==> src/rtl/core/rfft_pkg.sv <==
// Shared types, codes and helpers of the radix-2 real/complex FFT engine.
`timescale 1ns / 1ps
`default_nettype none

package rfft_pkg;

   localparam int MAX_WORDS_DEFAULT    = 4096;
   localparam int TWIDDLE_BITS_DEFAULT = 18;

   localparam int INDEX_W  = 12;
   localparam int SAMPLE_W = 16;
   localparam int WORD_W   = 32;
   localparam int HALF_W   = 33;
   localparam int PROD_W   = 36;
   localparam int SUM_W    = 38;
   localparam int CSR_W    = 4;

   localparam logic [1:0] OP_LOAD = 2'd0;
   localparam logic [1:0] OP_RUN  = 2'd1;
   localparam logic [1:0] OP_READ = 2'd2;

   localparam logic KIND_DONE = 1'b0;
   localparam logic KIND_DATA = 1'b1;

   localparam logic [1:0] CSR_DIRECTION  = 2'd0;
   localparam logic [1:0] CSR_REAL_MODE  = 2'd1;
   localparam logic [1:0] CSR_LOG2_WORDS = 2'd2;

   typedef struct packed {
      logic [1:0]                 op;
      logic [INDEX_W-1:0]         word_index;
      logic signed [SAMPLE_W-1:0] sample_in;
   } req_type;

   typedef struct packed {
      logic                     result_kind;
      logic signed [WORD_W-1:0] word_out;
   } rsp_type;

   function automatic logic [WORD_W-1:0] sat32(input logic [SUM_W-1:0] v);
      logic [WORD_W-1:0] r;
      if (v[SUM_W-1:WORD_W-1] == {(SUM_W-WORD_W+1){1'b0}} ||
          v[SUM_W-1:WORD_W-1] == {(SUM_W-WORD_W+1){1'b1}}) begin
         r = v[WORD_W-1:0];
      end else if (v[SUM_W-1]) begin
         r = {1'b1, {(WORD_W-1){1'b0}}};
      end else begin
         r = {1'b0, {(WORD_W-1){1'b1}}};
      end
      return r;
   endfunction

endpackage

`default_nettype wire

==> src/rtl/core/rfft_cmul.sv <==
// Shared complex multiplier: one multiplier used four times per twiddle product.
`timescale 1ns / 1ps
`default_nettype none

module rfft_cmul
   import rfft_pkg::*;
#(
   parameter int TWIDDLE_BITS = TWIDDLE_BITS_DEFAULT
) (
   input  wire logic                           clock,
   input  wire logic                           reset,
   input  wire logic                           start,
   input  wire logic signed [HALF_W-1:0]       x,
   input  wire logic signed [HALF_W-1:0]       y,
   input  wire logic signed [TWIDDLE_BITS-1:0] wr,
   input  wire logic signed [TWIDDLE_BITS-1:0] wi,
   output logic                                done,
   output logic signed [PROD_W-1:0]            pr,
   output logic signed [PROD_W-1:0]            pi
);

   localparam int MW = HALF_W + TWIDDLE_BITS;
   localparam int F  = TWIDDLE_BITS - 2;
   localparam logic signed [MW:0] RND = (MW+1)'(1) << (F - 1);

   logic [2:0]                  step_ff;
   logic                        done_ff;
   logic signed [MW-1:0]        mul_ff;
   logic signed [MW-1:0]        acc_ff;
   logic signed [PROD_W-1:0]    pr_ff;
   logic signed [PROD_W-1:0]    pi_ff;
   logic signed [HALF_W-1:0]    op_a;
   logic signed [TWIDDLE_BITS-1:0] op_b;
   logic signed [MW:0]          diff;
   logic signed [MW:0]          summ;
   logic signed [MW:0]          rdiff;
   logic signed [MW:0]          rsum;

   always_comb begin
      case (step_ff)
         3'd0: begin
            op_a = x;
            op_b = wr;
         end
         3'd1: begin
            op_a = y;
            op_b = wi;
         end
         3'd2: begin
            op_a = y;
            op_b = wr;
         end
         default: begin
            op_a = x;
            op_b = wi;
         end
      endcase
      diff  = {acc_ff[MW-1], acc_ff} - {mul_ff[MW-1], mul_ff};
      summ  = {acc_ff[MW-1], acc_ff} + {mul_ff[MW-1], mul_ff};
      rdiff = (diff + RND) >>> F;
      rsum  = (summ + RND) >>> F;
   end

   always_ff @(posedge clock) begin
      if (reset) begin
         step_ff <= 3'd0;
         done_ff <= 1'b0;
      end else begin
         done_ff <= 1'b0;
         if (start) begin
            step_ff <= 3'd1;
         end else if (step_ff != 3'd0) begin
            if (step_ff == 3'd4) begin
               step_ff <= 3'd0;
               done_ff <= 1'b1;
            end else begin
               step_ff <= step_ff + 3'd1;
            end
         end
      end
   end

   always_ff @(posedge clock) begin
      mul_ff <= op_a * op_b;
      case (step_ff)
         3'd1: acc_ff <= mul_ff;
         3'd2: pr_ff  <= rdiff[PROD_W-1:0];
         3'd3: acc_ff <= mul_ff;
         3'd4: pi_ff  <= rsum[PROD_W-1:0];
         default: ;
      endcase
   end

   assign done = done_ff;
   assign pr   = pr_ff;
   assign pi   = pi_ff;

endmodule

`default_nettype wire

==> config.mk <==
export PLATFORM = sky130hd
export DESIGN_NAME = rfft_cmul
export DESIGN_NICKNAME = d
export VERILOG_FILES = /design/src/rtl/core/rfft_pkg.sv /design/src/rtl/core/rfft_cmul.sv
export SDC_FILE = /design/constraint.sdc
export NUM_CORES = 2
export LEC_CHECK = 0
export BUFFER_PORTS_ARGS = -buffer_cell sky130_fd_sc_hd__buf_2
export CELL_PAD_IN_SITES_DETAIL_PLACEMENT = 1
export CELL_PAD_IN_SITES_GLOBAL_PLACEMENT = 2
export CORE_UTILIZATION = 30
export CTS_BUF_LIST = sky130_fd_sc_hd__clkbuf_8
export CTS_CLUSTER_SIZE = 8
export DETAILED_ROUTE_END_ITERATION = 10
export HOLD_SLACK_MARGIN = 0.06
export PLACE_DENSITY = 0.77
export SLEW_MARGIN = 20
export SYNTH_ARGS = -nofsm -noshare
export SYNTH_HDL_FRONTEND = slang
export SYNTH_SLANG_ARGS = --single-unit
==> constraint.sdc <==
create_clock -name clock -period 7.47 [get_ports clock]
set_input_delay 1.494 -clock clock [delete_from_list [all_inputs] [get_ports clock]]
set_output_delay 1.494 -clock clock [all_outputs]
set_load 0.005 [all_outputs]
After elaboration in Yosys (flattened, before gate mapping)
Cells that the tools add are included.
{"block": "totals", "ff_bits": 178, "out_inout_bits": 73, "in_bits": 105, "wordCells": 32}
{"block": "op_classes", "n_bitwise": 1, "muxes": 6, "add_sub_neg": 5, "n_reduce_logical": 8, "mul": 1, "n_eq_ne": 4}
{"cell": "52-bit by 17-bit adder with 52-bit output (second input constant)", "n": 2}
{"cell": "51-bit by 51-bit adder with 52-bit output", "n": 1}
{"cell": "51-bit by 51-bit subtractor with 52-bit output", "n": 1}
{"cell": "33-bit by 18-bit multiplier with 51-bit output", "n": 1}
{"cell": "33-bit two-way mux", "n": 1}
{"cell": "18-bit two-way mux", "n": 1}
{"cell": "2-bit OR reduction", "n": 4}
{"cell": "3-bit by 2-bit == test with 1-bit output (second input constant)", "n": 2}
{"cell": "3-bit by 1-bit adder with 3-bit output (second input constant)", "n": 1}
{"cell": "3-bit by 1-bit == test with 1-bit output (second input constant)", "n": 1}
{"cell": "3-bit == test (second input constant)", "n": 1}
{"cell": "3-bit zero test", "n": 1}
{"cell": "1-bit two-way mux", "n": 3}
{"cell": "3-bit two-way mux", "n": 1}
{"cell": "3-bit nonzero test", "n": 1}
{"cell": "3-bit OR reduction", "n": 1}
{"cell": "2-bit nonzero test", "n": 1}
{"cell": "1-bit NOT", "n": 1}

Logic depth before layout (Yosys ltp)
{"block": "logic_depth", "depth_word": 4, "mapped_depth": 32}

Worst setup path before layout
Ideal clock, no wire load.
{"block": "synth_timing", "path_type": "register to register", "start": "register step_ff[0]", "end": "register mul_ff[50]", "setup_ns": 0.127, "t_arrival_ns": 7.818, "path_stages_with_launch": 28, "required_ns": 7.343, "path_buffers": 3, "path_slack_ns": -0.475, "path_cell_list": "dfxtp_1 -> inv_1 -> ha_1 -> o21ai_0 -> buf_1 -> clkbuf_1 -> mux2i_1 -> clkbuf_1 -> nor2_1 -> fa_1 -> fa_1 -> fa_1 -> fa_1 -> fa_1 -> inv_1 -> fa_1 -> inv_1 -> ha_1 -> nand4_1 -> nor4_1 -> o21ai_0 -> nand3_1 -> a22oi_2 -> o31ai_2 -> a41o_1 -> a21oi_2 -> and4b_1 -> or3_1"}
{"block": "synth_via", "elab_chain_len": 4}
{"element": "start, declared", "line": "rfft_cmul.sv:26", "rtl": "logic [2:0] step_ff;"}
{"element": "start signal, assigned", "line": "rfft_cmul.sv:77", "rtl": "step_ff <= step_ff + 3'd1;"}
{"element": "3-bit by 2-bit == test with 1-bit output, or another cell as far along", "line": "rfft_cmul.sv:40", "rtl": "case (step_ff)"}
{"element": "2-bit OR reduction (no line)"}
{"element": "33-bit two-way mux or 18-bit two-way mux (tied branches)", "line": "rfft_cmul.sv:40"}
{"element": "33-bit by 18-bit multiplier with 51-bit output *", "line": "rfft_cmul.sv:84", "rtl": "mul_ff <= op_a * op_b;"}
{"element": "end signal, assigned", "line": "rfft_cmul.sv:84"}
{"element": "end, declared", "line": "rfft_cmul.sv:28", "rtl": "logic signed [MW-1:0] mul_ff;"}
Mark *: on every way between the ends. The rest lies on a longest branch, timed or not.
A chain may end at the register's enable or synchronous reset.

Worst setup path in the final report
{"block": "layout_timing", "start": "register step_ff[1]", "end": "register mul_ff[50]"}
The elaborated chain is that of the path after synthesis.

==> results.py <==
metrics = {
    "logic_synthesis": {
        "largest_cells_by_area_after_synthesis": "fa_1 36%, ha_1 13%, edfxtp_1 12%, inv_1 9.1%, nand2_1 4.7%",
        "post_synth_top_flop": "edfxtp_1",
        "synthCells": 3301,
        "post_synth.cell_area_avg_um2": 9.46,
        "yosysSeqAreaShare": 0.154,
        "synth.cell_area_um2": 31200,
        "mappedNetlistNets": 4301,
        "yosys_warnings": 0,
        "synth_cell_types": 72,
        "ys_seq_elements": 178,
        "synth_edf_count": 123,
        "netlist.top_cell.by_area": "fa_1",
        "async_reset_ff_frac": 0,
        "synth.top_cell.area_share": 0.365,
    },
    "placement": {
        "dp.final_hpwl_mm": 87.4,
        "gp_congestion": 0.869,
        "dpl_cell_area_um2": 36900,
        "placement.io_buffers": 177,
    },
    "clocking": {
        "ctsRootBufferMaster": "clkbuf_8",
        "htree_levels": 4,
        "insertion_delay_ns": 0.51,
        "clock_slew_at_reported_path_ffs_ns": 0.12,
        "clock_sink_count": 178,
        "max-clock-path-buffers": 2,
        "cts_tree": "built",
        "number_of_cts_inserted_buffers": 17,
    },
    "route": {
        "ant_nets": 0,
        "postRouteWirelength_mm": 100,
        "drt-pass1-iter-count": 5,
        "drt-vias-per-instance": 4.63,
        "detail_route.wl_per_cell_um": 19.3,
        "wl_met3_mm": 4.39,
        "detailroute.wirelength.met2_mm": 46.1,
        "detailroute.via_count": 24147,
        "drtIter0Drc": 1205,
        "met1Wirelength_mm": 47.2,
        "route.detailed.drc": 0,
        "routed.top_layer": "met4",
    },
    "worst_setup_path": {
        "crit_path_top_delay_cell": "fa_2",
        "arrival_ns": 7.82,
        "timing.critical_path.mode_cell": "buf_4",
        "timing_worst_setup_path_type": "reg2reg",
        "max_stage_delay_ns": 0.61,
        "rr_worst_depth": 33,
        "critPathRequiredTime_ns": 7.88,
        "critical_path.endpoint_type": "flip-flop",
        "worstPathMaxFanout": 6,
        "worst_setup_path_start_kind": "flip-flop",
    },
    "sta": {
        "maxClockFrequency_mhz": 135,
        "setup-violations-final": 0,
        "maxSlewHeadroom": 0.329,
        "timing.final.crit_period_ns": 7.41,
        "rsz0062_at_grt": "true",
        "timing_hold_violations_final": 0,
        "skew_ns": 0.0261,
        "maxSlewViolCount": 0,
        "timing_worst_slew_pin_value_ns": 1.01,
        "finalCritPeriodShare": 0.992,
    },
    "global_routing": {
        "grt_pass1_wl_mm": 155,
        "globalRouteTotalUtil": 0.189,
        "antenna_violations_before_repair": 2,
        "grt_start_max_net_pins": 45,
        "gr-total-overflow": 0,
        "via_count_of_the_first_global_routing_pass": 26597,
    },
    "floorplanning": {
        "dieArea_um2": 105000,
        "start_util": 0.305,
        "floorplan.core_area_um2": 102000,
        "row_count": 117,
        "die-width_um": 325,
        "io_pins": 178,
        "die_height_um": 325,
    },
    "worst_hold_path": {
        "min_path_cells": 0,
        "path_class_of_the_lowest_slack_min_delay_path": "reg2reg",
    },
    "finish": {
        "layout.cell_area.non_filler_um2": 38500,
        "drive_above_1_share": 0.213,
        "n_fill_cell": 11942,
        "fin_nets": 4835,
        "syn_to_final_growth_pct": 23.2,
    },
    "job": {
        "timing.max_cap.violations": 0,
    },
    "status": {
        "status": "finished, final reports clean",
    },
}
[per-stage QoR]
step / instances / worst slack (ns) / utilization / hold slack (ns) / TNS, ns
floorplan: 3301 / 0.00461 / - / 0.424 / 0
global placement: 5139 / -0.571 / 0.360 / 0.443 / -6.83
detailed placement: 5140 / -0.651 / 0.360 / 0.452 / -8.31
CTS: 5198 / -0.000188 / 0.370 / 0.475 / -0.000188
global route: 5217 / -0.166 / 0.375 / 0.497 / -0.687
finish: 5217 / 0.0635 / 0.375 / 0.471 / 0
[final timing paths]
kind,from,end,slack (ns)
hold reg to reg,mul_ff[25],acc_ff[25],0.47
hold / removal,mul_ff[25],acc_ff[25],0.47
setup / recovery,step_ff[1],mul_ff[50],0.06
setup reg to reg,step_ff[1],mul_ff[50],0.06
[cell usage after synthesis, types with 8 or more instances]
cell,n
buf_1,9
inv_1,753
edfxtp_1,123
o21ai_0,56
or2_2,8
nor2b_1,14
xor2_1,40
clkbuf_1,63
fa_1,569
ha_1,326
mux2i_1,50
xnor2_1,76
a211oi_1,12
nand4_1,13
o21bai_1,8
dfxtp_1,55
nand3_1,23
a21o_1,69
o21a_1,17
a21oi_1,115
and2_1,9
and3_1,12
mux2_2,51
a31oi_1,11
nand2_1,392
nor2_1,306
nor3_1,16
nand2b_1,15
[logic make-up after synthesis]
logic type                 Yosys count  share of synthesized area
buffers and inverters              829                     0.0998
DFF                                178                      0.154
and+or+nand+nor                    827                      0.109
adders and majority gates          895                      0.496
xor gates and xnor gates           116                     0.0325
muxes                              101                     0.0344
AOI/OAI and AO/OA                  355                     0.0753
[layout make-up]
cell class | instances | area [um2] | area share
multi-input combinational | 2296 | 24100 | 0.627
sequential | 178 | 4800 | 0.125
timing repair buffer | 588 | 4610 | 0.120
inverter | 754 | 2830 | 0.0737
tap | 1368 | 1710 | 0.0445
clock buffer | 17 | 234 | 0.00608
clock inverter | 15 | 171 | 0.00446
antenna | 1 | 2.50 | 0.0000651
[registers in the layout, indices dropped and copies added (netlist names)]
register / cells
done: 1
pi: 36
pr: 36
step_ff: 3
mul_ff: 51
acc_ff: 51
[critical path, delay by kind of cell, from the launching register on]
family	cells	cell delay (ns)
buf+inv	16	1.62
compound gates	4	0.89
simple gates	4	0.68
fa+ha+maj	8	3.32
mux	1	0.38
flops	1	0.40
[metal layers]
| layer | up-vias | GRT usage |
|---|---|---|
| met4 | 0 | 0.0481 |
| met5 | - | 0 |
| met2 | 561 | 0.311 |
| li1 | 11296 | - |
| met3 | 90 | 0.0171 |
| met1 | 12200 | 0.266 |
[cells in the final DEF (no fill, tap or decap), types with 8 or more instances in the layout]
cell        n
a211oi_1    9
a21o_1     68
a21oi_1   107
a21oi_2     8
a31oi_1    10
and2_1      8
and3_1     12
buf_12     35
buf_2     177
buf_4     344
buf_6      24
clkbuf_8   17
dfxtp_1    53
edfxtp_1  123
fa_1      542
fa_2       27
ha_1      312
ha_4       14
inv_1     735
inv_2      18
mux2_2     26
mux2_4     27
mux2i_1    28
mux2i_2    11
mux2i_4    11
nand2_1   386
nand2b_1   15
nand3_1    21
nand4_1    13
nor2_1    302
nor2b_1    13
nor3_1     15
o21a_1     17
o21ai_0    44
o21ai_1     9
o21bai_1    8
or2_2       8
xnor2_1    76
xor2_1     40
[what timing repair did]
item,CTS,global route
cloned,3,2
pin swaps,28,67
gates resized for setup,81,111
setup buffers,23,18
setup endpoints to repair,17,19
hold buffers,0,0
Power is left out: the tool's default activity adds up to more than one toggle a clock period on the data nets, which glitch-free logic cannot reach.
